File: config.mk
export PLATFORM = sky130hd
export DESIGN_NAME = matrix_multiply_dot_engine_unit
export DESIGN_NICKNAME = d
export VERILOG_FILES = /design/src/hw/rtl/mmde_pkg.sv /design/src/hw/rtl/mmde_lane.sv /design/src/hw/rtl/mmde_merge.sv /design/src/hw/rtl/matrix_multiply_dot_engine_unit.sv
export SDC_FILE = /design/constraint.sdc
export NUM_CORES = 2
export LEC_CHECK = 0
export BUFFER_PORTS_ARGS = -buffer_cell sky130_fd_sc_hd__buf_4
export CORE_AREA = 2 2 401 403
export CTS_CLUSTER_DIAMETER = 100
export DETAILED_ROUTE_END_ITERATION = 8
export DIE_AREA = 0 0 403 405
export PLACE_DENSITY = 0.57
export SYNTH_ARGS = -nofsm -noshare
export SYNTH_HDL_FRONTEND = slang
export SYNTH_HIERARCHICAL = 1
export SYNTH_SLANG_ARGS = --single-unit
File: constraint.sdc
create_clock -name aclk -period 8.3 [get_ports aclk]
set_input_delay 0.83 -clock aclk [delete_from_list [all_inputs] [get_ports aclk]]
set_output_delay 0.83 -clock aclk [all_outputs]
set_load 0.005 [all_outputs]
File: src/hw/rtl/mmde_pkg.sv
// ----------------------------------------------------------------------------
// mmde_pkg: shared types and constants for the matrix dot engine
// Field widths, register indexes and the tag that travels with each request.
// ----------------------------------------------------------------------------
`default_nettype none

package mmde_pkg;

    // element and result widths
    localparam int ELEM_W      = 16;
    localparam int PROD_W      = 2 * ELEM_W;
    localparam int ACC_W       = 48;
    localparam int IDX_W       = 12;
    localparam int FIELD_LANES = 4;

    // stream widths
    localparam int IN_TDATA_W  = 2 * FIELD_LANES * ELEM_W;
    localparam int OUT_TDATA_W = ACC_W + 2 * IDX_W;

    // configuration port
    localparam int CFG_W     = 13;
    localparam int CFG_IDX_W = 2;

    localparam logic [CFG_IDX_W-1:0] REG_INNER_LENGTH = 2'd0;
    localparam logic [CFG_IDX_W-1:0] REG_OUT_COLUMNS  = 2'd1;
    localparam logic [CFG_IDX_W-1:0] REG_OUT_ROWS     = 2'd2;

    // parameter defaults
    localparam int DEFAULT_LANES   = 4;
    localparam int DEFAULT_MAX_DIM = 4096;

    // per-request control that follows the data down the pipeline
    typedef struct packed {
        logic             done;
        logic [IDX_W-1:0] row;
        logic [IDX_W-1:0] col;
        logic             last;
    } tag_t;

endpackage

`default_nettype wire

File: src/hw/rtl/mmde_lane.sv
// ----------------------------------------------------------------------------
// mmde_lane: one multiply lane
// Registers the signed product of one element pair, or zero for an unused lane.
// ----------------------------------------------------------------------------
`default_nettype none

module mmde_lane (
    input  wire logic                                aclk,
    input  wire logic                                en,
    input  wire logic                                use_lane,
    input  wire logic signed [mmde_pkg::ELEM_W-1:0]  a,
    input  wire logic signed [mmde_pkg::ELEM_W-1:0]  b,
    output logic signed      [mmde_pkg::PROD_W-1:0]  prod_reg
);
    import mmde_pkg::*;

    logic signed [PROD_W-1:0] prod_next;

    // drop the product of a lane past the inner length
    assign prod_next = use_lane ? PROD_W'(a) * PROD_W'(b) : '0;

    always_ff @(posedge aclk) begin
        if (en) begin
            prod_reg <= prod_next;
        end
    end

endmodule

`default_nettype wire

File: src/hw/rtl/mmde_merge.sv
// ----------------------------------------------------------------------------
// mmde_merge: lane merge and accumulator
// Sums the lane products in a registered tree, adds them into the running
// accumulator and loads finished dot products into the output register.
// ----------------------------------------------------------------------------
`default_nettype none

module mmde_merge #(
    parameter int LANES = mmde_pkg::DEFAULT_LANES
) (
    input  wire logic                                aclk,
    input  wire logic                                aresetn,
    input  wire logic                                in_valid,
    output logic                                     in_ready,
    input  wire mmde_pkg::tag_t                      in_tag,
    input  wire logic signed [mmde_pkg::PROD_W-1:0]  prod [LANES],
    output logic                                     out_valid_reg,
    input  wire logic                                out_ready,
    output logic signed      [mmde_pkg::ACC_W-1:0]   out_sum_reg,
    output mmde_pkg::tag_t                           out_tag_reg
);
    import mmde_pkg::*;

    localparam int SUM_W = PROD_W + $clog2(LANES);

    logic                    v2_reg;
    tag_t                    tag2_reg;
    logic signed [SUM_W-1:0] sum_reg;
    logic signed [SUM_W-1:0] sum_next;
    logic signed [ACC_W-1:0] acc_reg;
    logic signed [ACC_W-1:0] total;
    logic                    adv;

    // add the lane products
    always_comb begin
        sum_next = '0;
        for (int i = 0; i < LANES; i++) begin
            sum_next = sum_next + SUM_W'(prod[i]);
        end
    end

    // a finishing request waits only for a free output register
    assign adv      = !v2_reg || !tag2_reg.done || !out_valid_reg || out_ready;
    assign in_ready = adv;
    assign total    = acc_reg + ACC_W'(sum_reg);

    // tree stage
    always_ff @(posedge aclk) begin
        if (!aresetn) begin
            v2_reg <= 1'b0;
        end else if (adv) begin
            v2_reg <= in_valid;
        end
    end

    always_ff @(posedge aclk) begin
        if (adv && in_valid) begin
            sum_reg  <= sum_next;
            tag2_reg <= in_tag;
        end
    end

    // accumulate, clear after each finished cell
    always_ff @(posedge aclk) begin
        if (!aresetn) begin
            acc_reg <= '0;
        end else if (v2_reg && adv) begin
            acc_reg <= tag2_reg.done ? '0 : total;
        end
    end

    // output register
    always_ff @(posedge aclk) begin
        if (!aresetn) begin
            out_valid_reg <= 1'b0;
        end else begin
            if (out_valid_reg && out_ready) begin
                out_valid_reg <= 1'b0;
            end
            if (v2_reg && adv && tag2_reg.done) begin
                out_valid_reg <= 1'b1;
            end
        end
    end

    always_ff @(posedge aclk) begin
        if (v2_reg && adv && tag2_reg.done) begin
            out_sum_reg <= total;
            out_tag_reg <= tag2_reg;
        end
    end

`ifndef SYNTHESIS
    a_acc_cleared: assert property (@(posedge aclk) disable iff (!aresetn)
        (v2_reg && adv && tag2_reg.done) |=> (acc_reg == '0))
        else $error("accumulator not cleared after finished cell");

    a_full_blocks: assert property (@(posedge aclk) disable iff (!aresetn)
        (out_valid_reg && !out_ready && v2_reg && tag2_reg.done) |-> !in_ready)
        else $error("finished cell advanced into a full output register");

    a_load_source: assert property (@(posedge aclk) disable iff (!aresetn)
        $rose(out_valid_reg) |-> $past(v2_reg && tag2_reg.done))
        else $error("output loaded without a finishing request");
`endif

endmodule

`default_nettype wire

File: src/hw/rtl/matrix_multiply_dot_engine_unit.sv
// ----------------------------------------------------------------------------
// matrix_multiply_dot_engine_unit: dot-product engine for C = A * B^T
// Takes LANES Q8.8 element pairs per request, multiplies them in parallel
// lanes, merges and accumulates them and emits one Q32.16 cell with its index.
// ----------------------------------------------------------------------------
// A cell's last request passes the multiply, tree and output registers.
// Throughput: one request per cycle unless the output stalls; set by the
// single accumulator add stage. A finished cell waits in the output register
// while requests keep flowing until a second finished cell reaches the
// accumulator stage. Reset (aresetn low, synchronous): pipeline empty,
// counters and accumulator zero, all three registers read 1.
`default_nettype none

module matrix_multiply_dot_engine_unit #(
    parameter int LANES   = mmde_pkg::DEFAULT_LANES,
    parameter int MAX_DIM = mmde_pkg::DEFAULT_MAX_DIM
) (
    input  wire logic                                 aclk,
    input  wire logic                                 aresetn,
    // configuration
    input  wire logic                                 cfg_we,
    input  wire logic [mmde_pkg::CFG_IDX_W-1:0]       cfg_index,
    input  wire logic [mmde_pkg::CFG_W-1:0]           cfg_wdata,
    // input stream
    input  wire logic                                 s_tvalid,
    output logic                                      s_tready,
    // a_lane0, a_lane1, a_lane2, a_lane3, b_lane0, b_lane1, b_lane2, b_lane3
    input  wire logic [mmde_pkg::IN_TDATA_W-1:0]      s_tdata,
    // result stream
    output logic                                      m_tvalid,
    input  wire logic                                 m_tready,
    // dot_sum, row_index, col_index
    output logic [mmde_pkg::OUT_TDATA_W-1:0]          m_tdata,
    output logic                                      m_tlast
);
    import mmde_pkg::*;

    localparam int DIM_CAP = (MAX_DIM < 8191) ? MAX_DIM : 8191;
    localparam int CNT_W   = $clog2(DIM_CAP);
    localparam int LCNT_W  = $clog2(LANES + 1);

    logic [CFG_W-1:0]  inner_reg, cols_reg, rows_reg;
    logic [CFG_W-1:0]  inner_eff, cols_eff, rows_eff;
    logic [CFG_W-1:0]  pair_cnt_reg;
    logic [CNT_W-1:0]  cur_row_reg, cur_col_reg;
    logic [CFG_W:0]    new_pair;
    logic [LCNT_W-1:0] taken;
    logic [LANES-1:0]  use_lane;
    logic              accept, done, col_last, row_last;
    logic [31:0]       row_w, col_w;
    tag_t              tag_next, tag1_reg, out_tag;
    logic              v1_reg, merge_ready;
    logic signed [PROD_W-1:0] prod [LANES];
    logic signed [ACC_W-1:0]  out_sum;

    // configuration registers
    always_ff @(posedge aclk) begin
        if (!aresetn) begin
            inner_reg <= CFG_W'(1);
            cols_reg  <= CFG_W'(1);
            rows_reg  <= CFG_W'(1);
        end else if (cfg_we) begin
            case (cfg_index)
                REG_INNER_LENGTH: inner_reg <= cfg_wdata;
                REG_OUT_COLUMNS:  cols_reg  <= cfg_wdata;
                REG_OUT_ROWS:     rows_reg  <= cfg_wdata;
                default: ;
            endcase
        end
    end

    // clamp the limits
    assign inner_eff = (inner_reg == '0) ? CFG_W'(1) : inner_reg;
    assign cols_eff  = (cols_reg == '0) ? CFG_W'(1) :
                       (cols_reg > CFG_W'(DIM_CAP)) ? CFG_W'(DIM_CAP) : cols_reg;
    assign rows_eff  = (rows_reg == '0) ? CFG_W'(1) :
                       (rows_reg > CFG_W'(DIM_CAP)) ? CFG_W'(DIM_CAP) : rows_reg;

    assign s_tready = !v1_reg || merge_ready;
    assign accept   = s_tvalid && s_tready;

    // mark the lanes inside the inner length and count them
    always_comb begin
        taken = '0;
        for (int i = 0; i < LANES; i++) begin
            use_lane[i] = ((CFG_W + 1)'(pair_cnt_reg) + (CFG_W + 1)'(i))
                          < (CFG_W + 1)'(inner_eff);
            taken = taken + LCNT_W'(use_lane[i]);
        end
    end

    assign new_pair = (CFG_W + 1)'(pair_cnt_reg) + (CFG_W + 1)'(taken);
    assign done     = new_pair >= (CFG_W + 1)'(inner_eff);
    assign col_last = ((CFG_W + 1)'(cur_col_reg) + 1'b1) >= (CFG_W + 1)'(cols_eff);
    assign row_last = ((CFG_W + 1)'(cur_row_reg) + 1'b1) >= (CFG_W + 1)'(rows_eff);
    assign row_w    = 32'(cur_row_reg);
    assign col_w    = 32'(cur_col_reg);

    always_comb begin
        tag_next.done = done;
        tag_next.row  = row_w[IDX_W-1:0];
        tag_next.col  = col_w[IDX_W-1:0];
        tag_next.last = row_last && col_last;
    end

    // pair and cell counters
    always_ff @(posedge aclk) begin
        if (!aresetn) begin
            pair_cnt_reg <= '0;
            cur_row_reg  <= '0;
            cur_col_reg  <= '0;
        end else if (accept) begin
            if (done) begin
                pair_cnt_reg <= '0;
                if (col_last) begin
                    cur_col_reg <= '0;
                    cur_row_reg <= row_last ? '0 : CNT_W'(cur_row_reg + 1'b1);
                end else begin
                    cur_col_reg <= CNT_W'(cur_col_reg + 1'b1);
                end
            end else begin
                pair_cnt_reg <= new_pair[CFG_W-1:0];
            end
        end
    end

    // multiply stage
    always_ff @(posedge aclk) begin
        if (!aresetn) begin
            v1_reg <= 1'b0;
        end else if (s_tready) begin
            v1_reg <= s_tvalid;
        end
    end

    always_ff @(posedge aclk) begin
        if (accept) begin
            tag1_reg <= tag_next;
        end
    end

    for (genvar g = 0; g < LANES; g++) begin : g_lane
        mmde_lane u_lane (
            .aclk     (aclk),
            .en       (accept),
            .use_lane (use_lane[g]),
            .a        (s_tdata[g*ELEM_W +: ELEM_W]),
            .b        (s_tdata[(FIELD_LANES + g)*ELEM_W +: ELEM_W]),
            .prod_reg (prod[g])
        );
    end

    mmde_merge #(
        .LANES (LANES)
    ) u_merge (
        .aclk          (aclk),
        .aresetn       (aresetn),
        .in_valid      (v1_reg),
        .in_ready      (merge_ready),
        .in_tag        (tag1_reg),
        .prod          (prod),
        .out_valid_reg (m_tvalid),
        .out_ready     (m_tready),
        .out_sum_reg   (out_sum),
        .out_tag_reg   (out_tag)
    );

    assign m_tdata = {out_tag.col, out_tag.row, out_sum};
    assign m_tlast = out_tag.last;

`ifndef SYNTHESIS
    a_pair_clear: assert property (@(posedge aclk) disable iff (!aresetn)
        (accept && done) |=> (pair_cnt_reg == '0))
        else $error("pair count not cleared after finished cell");

    a_pair_grow: assert property (@(posedge aclk) disable iff (!aresetn)
        (accept && !done) |=> (pair_cnt_reg != '0))
        else $error("pair count empty after partial request");

    a_stage_hold: assert property (@(posedge aclk) disable iff (!aresetn)
        (v1_reg && !merge_ready) |=> (v1_reg && $stable(tag1_reg)))
        else $error("multiply stage lost a stalled request");
`endif

endmodule

`default_nettype wire

Yosys cells after proc, flatten, opt, wreduce, memory -nomap -nowiden:

Cells that the tools add are included.

* register bits: 414
* bits of input ports: 148
* output and inout bits: 75
* word-level logic and storage cells: 92

* $add $sub $neg: 15
* multiply operators: 4
* $lt $le $gt $ge: 9
* eq/ne operators: 2
* muxes and demuxes: 11
* reduce and logical (&&, ||, !) cells: 24

Operators with widths (number)
* 16-bit by 16-bit multiplier with 32-bit output: 4
* 13-bit 2-to-1 mux: 6
* 48-bit by 34-bit adder with 48-bit output: 1
* 48-bit 2-to-1 mux: 1
* 14-bit by 13-bit less-than comparator with 1-bit output: 3
* 13-bit zero test: 3
* 33-bit by 32-bit adder with 34-bit output: 1
* 34-bit by 32-bit adder with 34-bit output: 1
* 32-bit by 32-bit adder with 33-bit output: 1
* 13-bit by 2-bit adder with 14-bit output (second input constant): 2
* 12-bit by 1-bit adder with 13-bit output (second input constant): 2
* 13-bit >= comparator: 2
* 13-bit > comparator (second input constant): 2
* 12-bit by 1-bit adder with 12-bit output (second input constant): 2
* 12-bit 2-to-1 mux: 2
* 13-bit by 1-bit adder with 14-bit output (second input constant): 1
* 13-bit by 3-bit adder with 14-bit output: 1
* 14-bit by 13-bit >= comparator with 1-bit output: 1
* 13-bit less-than comparator: 1
* 2-bit AND reduction: 4
* 1-bit logical AND: 6
* 1-bit zero test: 4
* 1-bit logical OR: 4
* 2-bit by 1-bit adder with 3-bit output: 1
* other kinds (8): 9

Logic depth before layout (Yosys ltp):

* depth after elaboration: 9
* mapped depth: 27
* mapped depth without buffers: 26

By module:

The synthesis kept the hierarchy.

Modules (own cells, without submodules)
* mmde_merge: times used 1, cells each 1110, area each 11810.1 um^2, sequential area each 5024.8 um^2
* mmde_lane (g_lane[0].u_lane): times used 1, cells each 1192, area each 11197.0 um^2, sequential area each 960.9 um^2
* mmde_lane (g_lane[1].u_lane): times used 1, cells each 1198, area each 11172.0 um^2, sequential area each 960.9 um^2
* mmde_lane (g_lane[3].u_lane): times used 1, cells each 1146, area each 11095.6 um^2, sequential area each 960.9 um^2
* mmde_lane (g_lane[2].u_lane): times used 1, cells each 1147, area each 10974.3 um^2, sequential area each 960.9 um^2
* matrix_multiply_dot_engine_unit: times used 1, cells each 833, area each 7021.7 um^2, sequential area each 2322.2 um^2

Worst setup path after synthesis:

No wires, ideal clock.

* kind: input port to flip-flop
* from: in s_tdata[95] (netlist name)
* to: reg g_lane[1].u_lane/prod_reg[29] (netlist name) (data pin)
* library setup time: 255 ps
* arrival: 6477 ps
* data required time: 8045 ps
* setup slack: 1568 ps
* cell stages on the path: 21
* buffers on the path: 2
* path through: inv_1 clkbuf_1 nor2_1 fa_1 fa_1 fa_1 fa_1 fa_1 inv_1 fa_1 inv_1 ha_1 buf_2 nand4_1 a2111o_1 a21o_1 a21boi_2 o21ai_2 a311o_1 a21oi_1 and3b_1

* cells in the longest elaborated chain, start to end: 1

RTL lines
* from (decl): line matrix_multiply_dot_engine_unit.sv:28 `input wire logic [mmde_pkg::IN_TDATA_W-1:0] s_tdata,`
* 16-bit by 16-bit multiplier with 32-bit output: line mmde_lane.sv:20 `assign prod_next = use_lane ? PROD_W'(a) * PROD_W'(b) : '0;`
* to (signal assigned): line mmde_lane.sv:24 `prod_reg <= prod_next;`
* to (decl): line mmde_lane.sv:13 `output logic signed [mmde_pkg::PROD_W-1:0] prod_reg`

Every way passes these cells.
A chain may end at the register's enable or synchronous reset.

Final worst setup path:

* from: reg pair_cnt_reg[8]
* to: reg cur_row_reg[2]

* elaborated cells on any way between the ends: 13
* classes of those cells: add/sub: 7; order compare: 5; reduce/logical: 1

RTL lines
* from (decl): line matrix_multiply_dot_engine_unit.sv:44 `logic [CFG_W-1:0] pair_cnt_reg;`
* from (signal assigned): line matrix_multiply_dot_engine_unit.sv:122 `pair_cnt_reg <= new_pair[CFG_W-1:0];`
* 13-bit by 2-bit adder with 14-bit output: line matrix_multiply_dot_engine_unit.sv:86 `use_lane[i] = ((CFG_W + 1)'(pair_cnt_reg) + (CFG_W + 1)'(i))`
* 14-bit by 13-bit less-than comparator with 1-bit output: line matrix_multiply_dot_engine_unit.sv:87 `< (CFG_W + 1)'(inner_eff);`
* via use_lane[2]: line matrix_multiply_dot_engine_unit.sv:48 `logic [LANES-1:0] use_lane;`
* 2-bit by 1-bit adder with 3-bit output: line matrix_multiply_dot_engine_unit.sv:88 `taken = taken + LCNT_W'(use_lane[i]);`
* 3-bit by 1-bit adder with 3-bit output: line matrix_multiply_dot_engine_unit.sv:88
* 13-bit by 3-bit adder with 14-bit output: line matrix_multiply_dot_engine_unit.sv:92 `assign new_pair = (CFG_W + 1)'(pair_cnt_reg) + (CFG_W + 1)'(taken);`
* 14-bit by 13-bit >= comparator with 1-bit output: line matrix_multiply_dot_engine_unit.sv:93 `assign done = new_pair >= (CFG_W + 1)'(inner_eff);`
* 3-bit AND reduction (no source line)
* to (signal assigned): line matrix_multiply_dot_engine_unit.sv:117 `cur_row_reg <= row_last ? '0 : CNT_W'(cur_row_reg + 1'b1);`
* to (decl): line matrix_multiply_dot_engine_unit.sv:45 `logic [CNT_W-1:0] cur_row_reg, cur_col_reg;`

The timed path passes the listed nets, and every way through them passes these cells.

==> results <==
- Along the worst path, the maximum fanout reaches 13.
- The number of gates given a new drive strength after cts is 0.
- For the worst-skew pair, the clock arrives at the later sink with an insertion delay of 610 ps.
- Of the cells placed in the final design, the portion with a size suffix greater than 1 is 5.75%.
- The tree is rooted in a sky130_fd_sc_hd__clkbuf_16.
- The run finished with clean final reports.
- The overflow left after global routing is 0.
- The number of hold violations in the final report is 0.
- The cell area after placement is 0.0668 mm2.
- The register with the most flip-flops in the layout has 128 of them.
- The setup skew after layout is 55.3 ps.
- Summing over every cut layer, the via total after detailed routing is 44400.
- Once the floorplan was initialized, standard cells occupied 39.7% of the core.
- The violation count after the first detailed-routing iteration is 2398.
- Once the clock tree was built, the setup fixing pass inserted 0 buffers.
- The height of the chip is 405 um.
- The final antenna-violating net count is 0.
- In this run the tool buffered the top-level ports with 222 buffer cells.
- The Yosys warning count is 6.
- The setup-violating endpoint count in the final report is 0.
- After floorplanning, the core was sized to cover 0.159 mm2.
- The transition at the pin with the smallest max-transition slack is 1140 ps.
- The I/O pin count is 223.
- The net count of the mapped netlist is 8392.
- At the end of routability-driven placement, the weighted congestion stood at 0.906.
- The worst register-to-register path has a depth of 22.
- Across the whole layout, storage elements account for 0.0112 mm2.
- The maximum count of clock buffers along a single path is 3.
- The category of the worst setup path launch point is a register.
- The final wirelength is 157 mm.
- Cells fill 42.9% of the core in the end.
- Row generation in the floorplan step produced 147 rows.
- The required arrival time at the worst endpoint is 8760 ps.
- The worst hold path stage count is 0.
- The pin count of the biggest net entering global routing is 92.
- The chip width is 403 um.
- TritonCTS built the clock tree.
- The highest clock frequency the design can meet is 144 MHz.
- The finished cells cover 0.0683 mm2.
- Headroom to the max-slew limit came out at 23.9%.
- In the routed design, unresolved DRC markers number 0.
- The clock net in this run drives a total of 414 sinks.
- The area of the multi-input gates is 0.0458 mm2.
- The floorplan step defined a die boundary enclosing 0.163 mm2.
- The fill cell instance count of the final layout is 15600.
- The pre-antenna-repair detailed-routing pass consisted of 5 iterations.
- The via-per-instance ratio is 5.04.
- The via count of the first global-routing pass is 47700.
- The count of max-cap constraint violations is 0.
- Clock tree synthesis inserted a total of 45 buffers.
- Across every metal layer, demand over resource in global routing totals 19.7%.
- For this design, the CTS-stage hold fixing added 0 buffers.
- The class of the most critical setup path is register to register.
- The sum of negative setup slack is 0 ps.
- The initial antenna violation count is 8.
- Leaving out fill and tap cells, the most frequent cell in the layout is sky130_fd_sc_hd__inv_1.
- STA puts the critical path data arrival time at 7400 ps.
- After clock tree synthesis, the clock-pin slew on the worst setup and hold paths is 60 ps.
- The combined area of all synthesized cells is 0.0632 mm2.
- Compared with the post-synthesis result, the final layout area differs by 7.94%.
- After detailed routing, the average wire length per cell comes to 17.8 um.
- The total number of H-tree levels is 2.
- The minimum clock period after layout is 6940 ps.
- Synthesis produced a netlist whose cell count is 6625.
- Setup repair after global routing left no endpoint under its margin.
- Leaving out fill and tap cells, the most frequent cells in the layout are sky130_fd_sc_hd__inv_1, sky130_fd_sc_hd__fa_1, sky130_fd_sc_hd__nand2_1.
- The mean cell area of the mapped netlist is 9.55 um2.
- The first global-routing pass estimated 259 mm of wire.
- The final count of pins violating max slew is 0.
- The worst setup path is captured at a register.
- The class of the most critical hold timing path is register to register.
- After legalization and detailed placement, the total HPWL measured 130 mm.
- Of the available clock period, the critical path in the final layout requires 83.6%.
- For this run, the post-layout net count is 8457.
==> critical path, stage by stage (launching register included) <==
cell	delay [ps]
sky130_fd_sc_hd__dfxtp_1	700
sky130_fd_sc_hd__and3_1	260
sky130_fd_sc_hd__nand4_1	250
sky130_fd_sc_hd__or2_2	440
sky130_fd_sc_hd__nor2_1	140
sky130_fd_sc_hd__xor2_1	160
sky130_fd_sc_hd__ha_1	260
sky130_fd_sc_hd__a221oi_1	260
sky130_fd_sc_hd__o21ai_0	130
sky130_fd_sc_hd__a21oi_1	330
sky130_fd_sc_hd__fa_1	500
sky130_fd_sc_hd__fa_1	430
sky130_fd_sc_hd__fa_1	470
sky130_fd_sc_hd__nand3_1	300
sky130_fd_sc_hd__nor2_1	90
sky130_fd_sc_hd__xor2_1	170
sky130_fd_sc_hd__ha_1	310
sky130_fd_sc_hd__and4_1	190
sky130_fd_sc_hd__nand3_1	160
sky130_fd_sc_hd__o211ai_2	380
sky130_fd_sc_hd__nand2_1	410
sky130_fd_sc_hd__o31ai_1	360
sky130_fd_sc_hd__a21oi_1	90
==> routing by layer <==
layer | vias up | share of wire, % | global-route usage [%]
li1 | 20700 | - | -
met1 | 22700 | 45 | 27.0
met2 | 846 | 50 | 34.3
met3 | 154 | 3.3 | 1.48
met4 | 0 | 2.0 | 4.13
met5 | - | 0 | 0
==> layout make-up <==
| class | instances | area share [%] |
|---|---|---|
| Timing Repair Buffer | 237 | 2.61 |
| Antenna cell | 7 | 0.0257 |
| Sequential cell | 414 | 16.3 |
| Clock inverter | 29 | 0.434 |
| Multi-Input combinational cell | 4533 | 67.0 |
| Inverter | 1459 | 8.03 |
| Clock buffer | 53 | 1.71 |
| Tap cell | 2086 | 3.82 |
==> worst paths after layout <==
check                           slack, ps            startpoint                      end
worst min-delay path                  410  u_merge/tag2_reg[18]  u_merge/out_tag_reg[18]
worst min register to register        410  u_merge/tag2_reg[18]  u_merge/out_tag_reg[18]
worst max register to register       1360       pair_cnt_reg[8]           cur_row_reg[2]
worst max-delay path                 1360       pair_cnt_reg[8]           cur_row_reg[2]
==> per-stage QoR <==
step           hold slack, ps  cells  setup slack, ps
2_1_floorplan             400   6625             1570
3_3_place_gp              402   8729             1270
3_5_place_dp              405   8729             1060
4_1_cts                   416   8811             1380
5_1_grt                   423   8818              974
6_report                  414   8818             1360
Power is not shown: default switching activity piles up to over one toggle a cycle in this logic, so the estimate is an artifact.
